===== src/rtl/core/skt_pkg.sv =====
package skt_pkg;

   localparam int DEF_CAPACITY  = 32;
   localparam int DEF_KEY_BYTES = 8;

   localparam int FIELD_W  = 64;
   localparam int STATUS_W = 3;
   localparam int POS_OUT_W = 6;

   localparam logic ACT_LOCATE = 1'b0;
   localparam logic ACT_INSERT = 1'b1;

   localparam logic [STATUS_W-1:0] ST_INSERTED  = 3'd0;
   localparam logic [STATUS_W-1:0] ST_DUPLICATE = 3'd1;
   localparam logic [STATUS_W-1:0] ST_FULL      = 3'd2;
   localparam logic [STATUS_W-1:0] ST_FOUND     = 3'd3;
   localparam logic [STATUS_W-1:0] ST_NOT_FOUND = 3'd4;

   // Compare outcome of one cell against the key under test.
   typedef struct packed {
      logic less;
      logic equal;
   } skt_match_type;

endpackage


===== src/rtl/core/skt_cell.sv =====
module skt_cell import skt_pkg::*; #(
   parameter int KEY_W = 64
) (
   input  logic               clock,
   input  logic               entry_valid,
   input  logic [KEY_W-1:0]   req_key,
   input  logic [FIELD_W-1:0] req_payload,
   input  logic               insert_en,
   input  logic               left_less,
   input  logic [KEY_W-1:0]   left_key,
   input  logic [FIELD_W-1:0] left_payload,
   output skt_match_type      match,
   output logic [KEY_W-1:0]   key_out,
   output logic [FIELD_W-1:0] payload_out,
   output logic [FIELD_W-1:0] hit_payload
);

   logic [KEY_W-1:0]   key_ff;
   logic [KEY_W-1:0]   key_in;
   logic [FIELD_W-1:0] payload_ff;
   logic [FIELD_W-1:0] payload_in;

   always_comb begin
      match.less  = entry_valid && (key_ff < req_key);
      match.equal = entry_valid && (key_ff == req_key);
   end

   // A cell above the insertion point takes its left neighbor's entry;
   // the cell right at the insertion point takes the new entry.
   always_comb begin
      key_in     = key_ff;
      payload_in = payload_ff;
      if (insert_en && !match.less) begin
         key_in     = left_less ? req_key : left_key;
         payload_in = left_less ? req_payload : left_payload;
      end
   end

   always_ff @(posedge clock) begin
      key_ff     <= key_in;
      payload_ff <= payload_in;
   end

   assign key_out     = key_ff;
   assign payload_out = payload_ff;
   assign hit_payload = match.equal ? payload_ff : '0;

endmodule


===== config.mk =====
export PLATFORM = sky130hd
export DESIGN_NAME = skt_cell
export DESIGN_NICKNAME = d
export VERILOG_FILES = /design/src/rtl/core/skt_pkg.sv /design/src/rtl/core/skt_cell.sv
export SDC_FILE = /design/constraint.sdc
export NUM_CORES = 1
export LEC_CHECK = 0
export BUFFER_PORTS_ARGS = -buffer_cell sky130_fd_sc_hd__buf_2
export CAP_MARGIN = 20
export CORE_AREA = 2 2 177 179
export CTS_BUF_LIST = sky130_fd_sc_hd__clkbuf_4 sky130_fd_sc_hd__clkbuf_8 sky130_fd_sc_hd__clkbuf_16
export CTS_CLUSTER_DIAMETER = 50
export CTS_CLUSTER_SIZE = 12
export DETAILED_ROUTE_END_ITERATION = 7
export DIE_AREA = 0 0 179 181
export GPL_TIMING_DRIVEN = 0
export HOLD_SLACK_MARGIN = 0.1
export PLACE_DENSITY_LB_ADDON = 0.1
export SETUP_SLACK_MARGIN = 0.02
export SLEW_MARGIN = 20
export SYNTH_ARGS = -nofsm -noshare
export SYNTH_HDL_FRONTEND = slang
export SYNTH_SLANG_ARGS = --single-unit

===== constraint.sdc =====
create_clock -name clock -period 13.6 [get_ports clock]
set_input_delay 2.72 -clock clock [delete_from_list [all_inputs] [get_ports clock]]
set_output_delay 2.72 -clock clock [all_outputs]
set_load 0.02 [all_outputs]

Word-level counts from Yosys, hierarchy flattened --
Index checks and enable logic that the tools add are counted.
Storage, ports and cells: output and inout bits 194, register bits after elaboration 128, input port bits 260, word-level logic and storage cells 11
Operators by class: mux-type cells 3, reduce and logical (&&, ||, !) cells 4, equal/unequal tests 1, magnitude comparators 1
Operators by type and width (number):
- two-way mux 64 bit | 3
- == test 64 bit | 1
- < comparator 64 bit | 1
- logical AND 1 bit | 3
- zero test 1 bit | 1

Logic depth before layout (Yosys ltp) --
Gate-level depths: netlist of the first run.
word-level depth 4, depth in mapped cells 9, mapped depth without buffers 8

Least setup slack after synthesis of the first run --
Ideal clock, no wire load.
kind input -> register, start in req_key[62], end reg key_ff[0] (netlist: key_out[0]), enable pin, path slack -0.474 ns, stages 9, path buffers 1, arrival time 13.262 ns, path through inv_1 ha_1 nand4_1 nor4_2 nand4_1 nor2_1 buf_4 a21oi_1 a21boi_0
Between the ends: longest elaborated chain between the ends 4
RTL lines:
- from (decl) | line skt_cell.sv:6 | input logic [KEY_W-1:0] req_key,
- < comparator 64 bit | line skt_cell.sv:24 | match.less = entry_valid && (key_ff < req_key);
- logical AND 1 bit | line skt_cell.sv:24
- zero test 1 bit | line skt_cell.sv:33 | if (insert_en && !match.less) begin
- logical AND 1 bit | line skt_cell.sv:33
- to (signal assigned) | line skt_cell.sv:40 | key_ff <= key_in;
- to (decl) | line skt_cell.sv:18 | logic [KEY_W-1:0] key_ff;
No other way between the ends. A chain may end at the register's enable or synchronous reset.

Worst setup path in the final report of the first run --
start in req_key[55], end out hit_payload[11]
Between the ends: longest elaborated chain between the ends 3
RTL lines:
- == test 64 bit | line skt_cell.sv:25 | match.equal = entry_valid && (key_ff == req_key);
- logical AND 1 bit | line skt_cell.sv:25
- two-way mux 64 bit | line skt_cell.sv:46 | assign hit_payload = match.equal ? payload_ff : '0;
- to (decl) | line skt_cell.sv:15 | output logic [FIELD_W-1:0] hit_payload
No other way between the ends.

==> results of run 1 <==
[cells by family after synthesis]
| logic type | Yosys count | synth area share (%) |
|---|---|---|
| AO/OA/AOI/OAI | 52 | 4.23 |
| adder cells (fa/ha/maj) | 64 | 10.7 |
| flip-flops | 128 | 51.4 |
| multiplexers | 128 | 19.3 |
| buffers and inverters | 93 | 5.40 |
| AND/OR/NAND/NOR | 117 | 9.00 |
[power groups by stage]
| stage | sequential, mW | clock [mW] | combinational [mW] |
|---|---|---|---|
| 2_1_floorplan | 0.540 | 0 | 0.0855 |
| 3_3_place_gp | 0.512 | 0 | 0.215 |
| 3_5_place_dp | 0.499 | 0 | 0.229 |
| 4_1_cts | 0.491 | 0.499 | 0.231 |
| 5_1_grt | 0.495 | 0.514 | 0.250 |
| 6_report | 0.491 | 0.481 | 0.226 |
[state kept, by name, summed over array words and instances, names as in the netlist]
| signal | cells |
|---|---|
| key_out | 64 |
| payload_out | 64 |
[metal layers]
metal  vias to the layer above  GRT usage, %  part of all wire, %
met5                         -             0                    0
met4                         0          4.62                  1.6
met3                        21          5.13                  7.8
met2                       254          29.1                   51
met1                      2852          18.7                   40
li1                       3127             -                    -
[how the worst max path moves through the flow]
stage                startpoint         endpoint  slack, ns
floorplan           req_key[62]       key_out[0]       2.91
global placement    req_key[55]  payload_out[41]      -2.13
detailed placement  req_key[55]  hit_payload[11]       5.51
CTS                 req_key[55]  hit_payload[11]       5.50
global route        req_key[53]  hit_payload[13]       5.37
finish              req_key[55]  hit_payload[11]       5.67
[per-stage QoR]
| step | power [mW] | setup TNS (ns) |
|---|---|---|
| after CTS | 1.22 | 0 |
| after detailed placement | 0.728 | 0 |
| after global routing | 1.26 | 0 |
| after global placement | 0.727 | -272.08 |
| final | 1.20 | 0 |
| after floorplan | 0.625 | 0 |
[Yosys cell counts, drive strengths merged]
cell     instances
inv             65
a211oi           2
and4             1
a211o            1
mux2           128
a21o             4
a22oi            1
nand3            4
o211ai           2
nand2b           1
o2111ai          1
a21oi           27
nor2b            1
buf              8
nand2           21
clkbuf          20
and2             2
a31oi            1
o21ai            6
nor3             2
nand4           10
nor2             7
a21boi           1
edfxtp         128
o221a            1
or4              1
ha              64
a221o            1
o21a             3
and3            65
nor4             2
a311oi           1
[area by class of cell]
| cell class | instances | area [µm²] |
|---|---|---|
| sequential | 128 | 3840 |
| multi-input combinational | 361 | 3240 |
| buffer | 28 | 160 |
| antenna | 5 | 12.5 |
| clock buffer | 18 | 433 |
| clock inverter | 12 | 163 |
| fill | 3118 | 19300 |
| tap | 396 | 495 |
| timing repair buffer | 460 | 2480 |
| inverter | 65 | 244 |
[tightest hold or removal path, cell delays in order, from the launching register on]
cell and delay, ns:
edfxtp_1 0.36, ha_1 0.15, a21oi_1 0.04, o21ai_0 0.06, a311oi_1 0.14, a21boi_4 0.25
buf_16 0.20
[cell usage in the layout, fill, tap and decap left out, types with 2 or more instances in the layout]
cell,Yosys,layout
clkbuf_1,16,16
mux2_2,128,128
o21a_1,3,3
ha_1,64,64
clkbuf_16,0,17
buf_16,0,8
o211ai_1,2,2
inv_6,0,2
a21oi_1,27,27
and3_1,65,65
diode_2,0,5
o21ai_0,6,6
clkinv_4,0,2
nand3_1,4,4
buf_6,6,6
nor2_1,7,7
nand2_1,21,21
buf_2,1,453
a211oi_1,2,2
bufinv_16,0,3
clkbuf_2,4,4
nand4_1,10,10
clkinvlp_4,0,5
edfxtp_1,128,128
and2_1,2,2
inv_1,65,65
a21o_1,4,4
==> impl_metrics.toml, run 1 <==
[finish]
drive_gt1_share_pct = 59.2
final_core_util_pct = 36.5
nNetsFinal = 1385
instances_no_fill = 1473
fin_area_mm2 = 0.0111
area_growth_pct = 48.1

[sta]
max_freq_mhz = 126
slew_violations = 0
whs_ns = 1.36
fin_skew_ns = 0.0148
timing.final.ws_setup_ns = 5.67
hold_violations = 0
min_period_ns = 7.93
rsz0062_at_grt = "no"
finalCritPeriodShare_pct = 58.3
timing.slew.headroom_pct = 38.9
finalSetupViolCount = 0
worst_pin_slew_ns = 0.916

[critical_path]
path_cells = "buf_2 -> inv_1 -> ha_1 -> nand4_1 -> nor3_1 -> nand4_1 -> nor2_1 -> clkbuf_1 -> and3_1 -> buf_2"
crit_required_ns = 10.88
cp-start-kind = "primary input"
cp_top_family = "simple AND/OR/NAND/NOR gates"
rr_endpoint = "payload_out[1]"
cp_num_cells = 10
worst_setup_path_end_kind = "output pin"
ff2ff_setup_slack_ns = 9.97
slowest_stage = "nor3_1"
crit_fanout = 10
reg2reg_depth = 12
max_stage_delay_ns = 0.51
cp.arrival_ns = 5.21
timing.rr.start = "key_out[55]"
criticalPathCategory = "in -> out"
path_buf_inv = 4

[placement]
place.detailed.hpwl_um = 21800
portBuffers = 452
place_inst = 1438
gp_congestion = 0.773
place_ws_ns = 5.51
placed_area_mm2 = 0.0105

[route]
drtAntennaViolNets = 0
vias = 6254
viasPerCell = 4.25
wl_per_cell_um = 18.2
dr.pass1.iters = 4
finalWirelength_um = 26800
drt-initial-drc-count = 216
drc_errors = 0

[power_and_ir_drop]
p_seq_share_pct = 41.0
p_comb_share_pct = 18.9
swShare_pct = 27.3
p_int_uw = 871
p_sw_uw = 326
pwr-share-clk_pct = 40.2
cellPowerDensity_mw_per_mm2 = 108
ir_drop_mv = 0.0717
leakage_nw = 5.48

[clock_tree]
numCtsBuffers = 17
hold_buffers = 0
cts_setup_buffers = 0
clkLatencyLatePin_ns = 0.42
clk_pin_slew_ns = 0.07
clockBufferDepth = 2
h-tree-depth = 4
cts_sinks = 128
cts_root_buf = "clkbuf_16"
post_cts_resized = 0
cts_tree = "built"

[synth]
ys_ff_latch = 128
yosys.cell_types.count = 37
synth_cells = 582
synth_top_area_share_pct = 51.4
yosys.area.top_type = "edfxtp_1"
syn_nets = 906
avgSynthCellArea_um2 = 12.9
yosys_warnings = 0
synth_seq_area_share_pct = 51.4
synthTopCellsByArea = "edfxtp_1, mux2_2, ha_1"
syn-cell-area_mm2 = 0.00748

[global_route]
antenna_found_initial = 5
grt_max_degree = 20
grt_first_pass_wirelength_um = 39200
grt_pass1_vias = 6573
grt-ovfl-total = 0
grt_util_all_layers_pct = 16.4

[hold_path]
hold_path_end = "key_out[43]"
min_path_cells = 6
hp-class = "reg -> reg"
hold_start = "key_out[47]"

[floorplan]
std_cell_rows = 64
ios = 454
die_area_mm2 = 0.0324
die_w_um = 179
chipHeight_um = 181
core_mm2 = 0.0303
initial_core_util_pct = 24.6

[job]
maxCapViolations = 0

[outcome]
status = "finished clean"
No activity file was read; power rests on OpenSTA's default activity.
==> run 2: changes to the inputs <==
CORE_AREA = 2 2 179 181   (was 2 2 177 179)
DIE_AREA = 0 0 181 183   (was 0 0 179 181)
clock period = 7.83 ns   (was 13.6 ns; I/O delays follow)
==> impl_metrics.toml, run 2 (synthesis gave the netlist of run 1 again) <==
[hold_path]
hp-class = "in -> reg"

[placement]
place_inst = 1443
gp_congestion = 0.791
portBuffers = 452
placed_area_mm2 = 0.0104
place_ws_ns = 2.02
place.detailed.hpwl_um = 22700

[sta]
finalCritPeriodShare_pct = 74.0
max_freq_mhz = 173
min_period_ns = 5.79
hold_violations = 0
timing.slew.headroom_pct = 47.7
fin_skew_ns = 0.0121
timing.final.ws_setup_ns = 2.04
worst_pin_slew_ns = 0.785
finalSetupViolCount = 0
rsz0062_at_grt = "no"
whs_ns = 1.44
tns_ns = 0
slew_violations = 0

[finish]
multi_input_area_mm2 = 0.00324
area_growth_pct = 46.9
drive_gt1_share_pct = 59.0
final_core_util_pct = 35.2
nFillCells = 3250
instances_no_fill = 1480
final_cell_mix = "buf_2, mux2_2, edfxtp_1"
fin_area_mm2 = 0.0110
regArea_mm2 = 0.00384
nNetsFinal = 1384
layout_commonest_cell = "buf_2"

[clock_tree]
numCtsBuffers = 17
cts_tree = "built"
clk_pin_slew_ns = 0.06
cts_sinks = 128
h-tree-depth = 4
hold_buffers = 0
clkLatencyLatePin_ns = 0.42
cts_root_buf = "clkbuf_16"
clockBufferDepth = 2
cts_setup_buffers = 0
post_cts_resized = 0

[global_route]
grt_pass1_vias = 6591
grt_first_pass_wirelength_um = 39700
grt-ovfl-total = 0
antenna_found_initial = 12
grt_util_all_layers_pct = 16.2
grt_max_degree = 21

[route]
drc_errors = 0
drt-initial-drc-count = 277
vias = 6412
wl_per_cell_um = 18.7
drtAntennaViolNets = 0
dr.pass1.iters = 4
finalWirelength_um = 27600
viasPerCell = 4.33

[power_and_ir_drop]
leakage_nw = 5.47
power_mw = 1.99
ir_drop_mv = 0.120
cellPowerDensity_mw_per_mm2 = 181

[critical_path]
crit_fanout = 10
max_stage_delay_ns = 0.46
ff2ff_setup_slack_ns = 3.63
crit_required_ns = 6.26
path_buf_inv = 5
cp_top_family = "simple AND/OR/NAND/NOR gates"
path_cells = "buf_2 -> inv_1 -> ha_1 -> nand4_1 -> nor3_1 -> nand4_1 -> nor2_1 -> buf_4 -> clkbuf_2 -> and3_1 -> buf_2"
cp.arrival_ns = 4.22
cp-start-kind = "primary input"
worst_setup_path_end_kind = "output pin"
criticalPathCategory = "in -> out"
slowest_stage = "nor3_1"

[job]
maxCapViolations = 0

[floorplan]
core_mm2 = 0.0312
chipHeight_um = 183
std_cell_rows = 65
die_w_um = 181
die_area_mm2 = 0.0331
ios = 454
initial_core_util_pct = 24.0

[outcome]
status = "finished clean"
[run 2: report_power, final]
group          switching, mW  internal [mW]  total (mW)
Sequential            0.0302          0.826       0.856
Combinational          0.210          0.181       0.391
Clock                  0.305          0.442       0.746
Total                  0.545           1.45        1.99
[run 2: worst register-to-register path, delay by kind of cell (launching register included)]
kind	cells	cell delay [ns]
buf+inv	5	1.09
flops	1	0.40
fa+ha+maj	1	0.32
compound gates	2	0.81
simple gates	4	1.28
[run 2: final cells by class]
cell class / instances / share of cell area, %
plain buffers: 28 / 1.46
inverters: 65 / 2.22
diodes: 6 / 0.137
clock inverters: 10 / 0.649
well taps: 402 / 4.58
flip-flops and latches: 128 / 35.0
repair buffers: 459 / 22.3
multi-input cells: 361 / 29.5
clock buffers: 21 / 4.14
[run 2: metal layers]
layer	vias to the layer above	part of all wire, %	global-route usage, %
li1	3132	-	-
met4	10	1.5	4.88
met3	30	7.2	5.16
met1	2973	41	19.0
met5	-	0.23	0
met2	267	50	28.5
[run 2: worst paths after layout]
check / cells past startpoint / to / from
max reg2reg: 12 / payload_out[40] / key_out[55]
max: 11 / hit_payload[47] / req_key[55]
min reg2reg: 5 / key_out[47] / key_out[48]
min: 2 / payload_out[18] / left_payload[18]
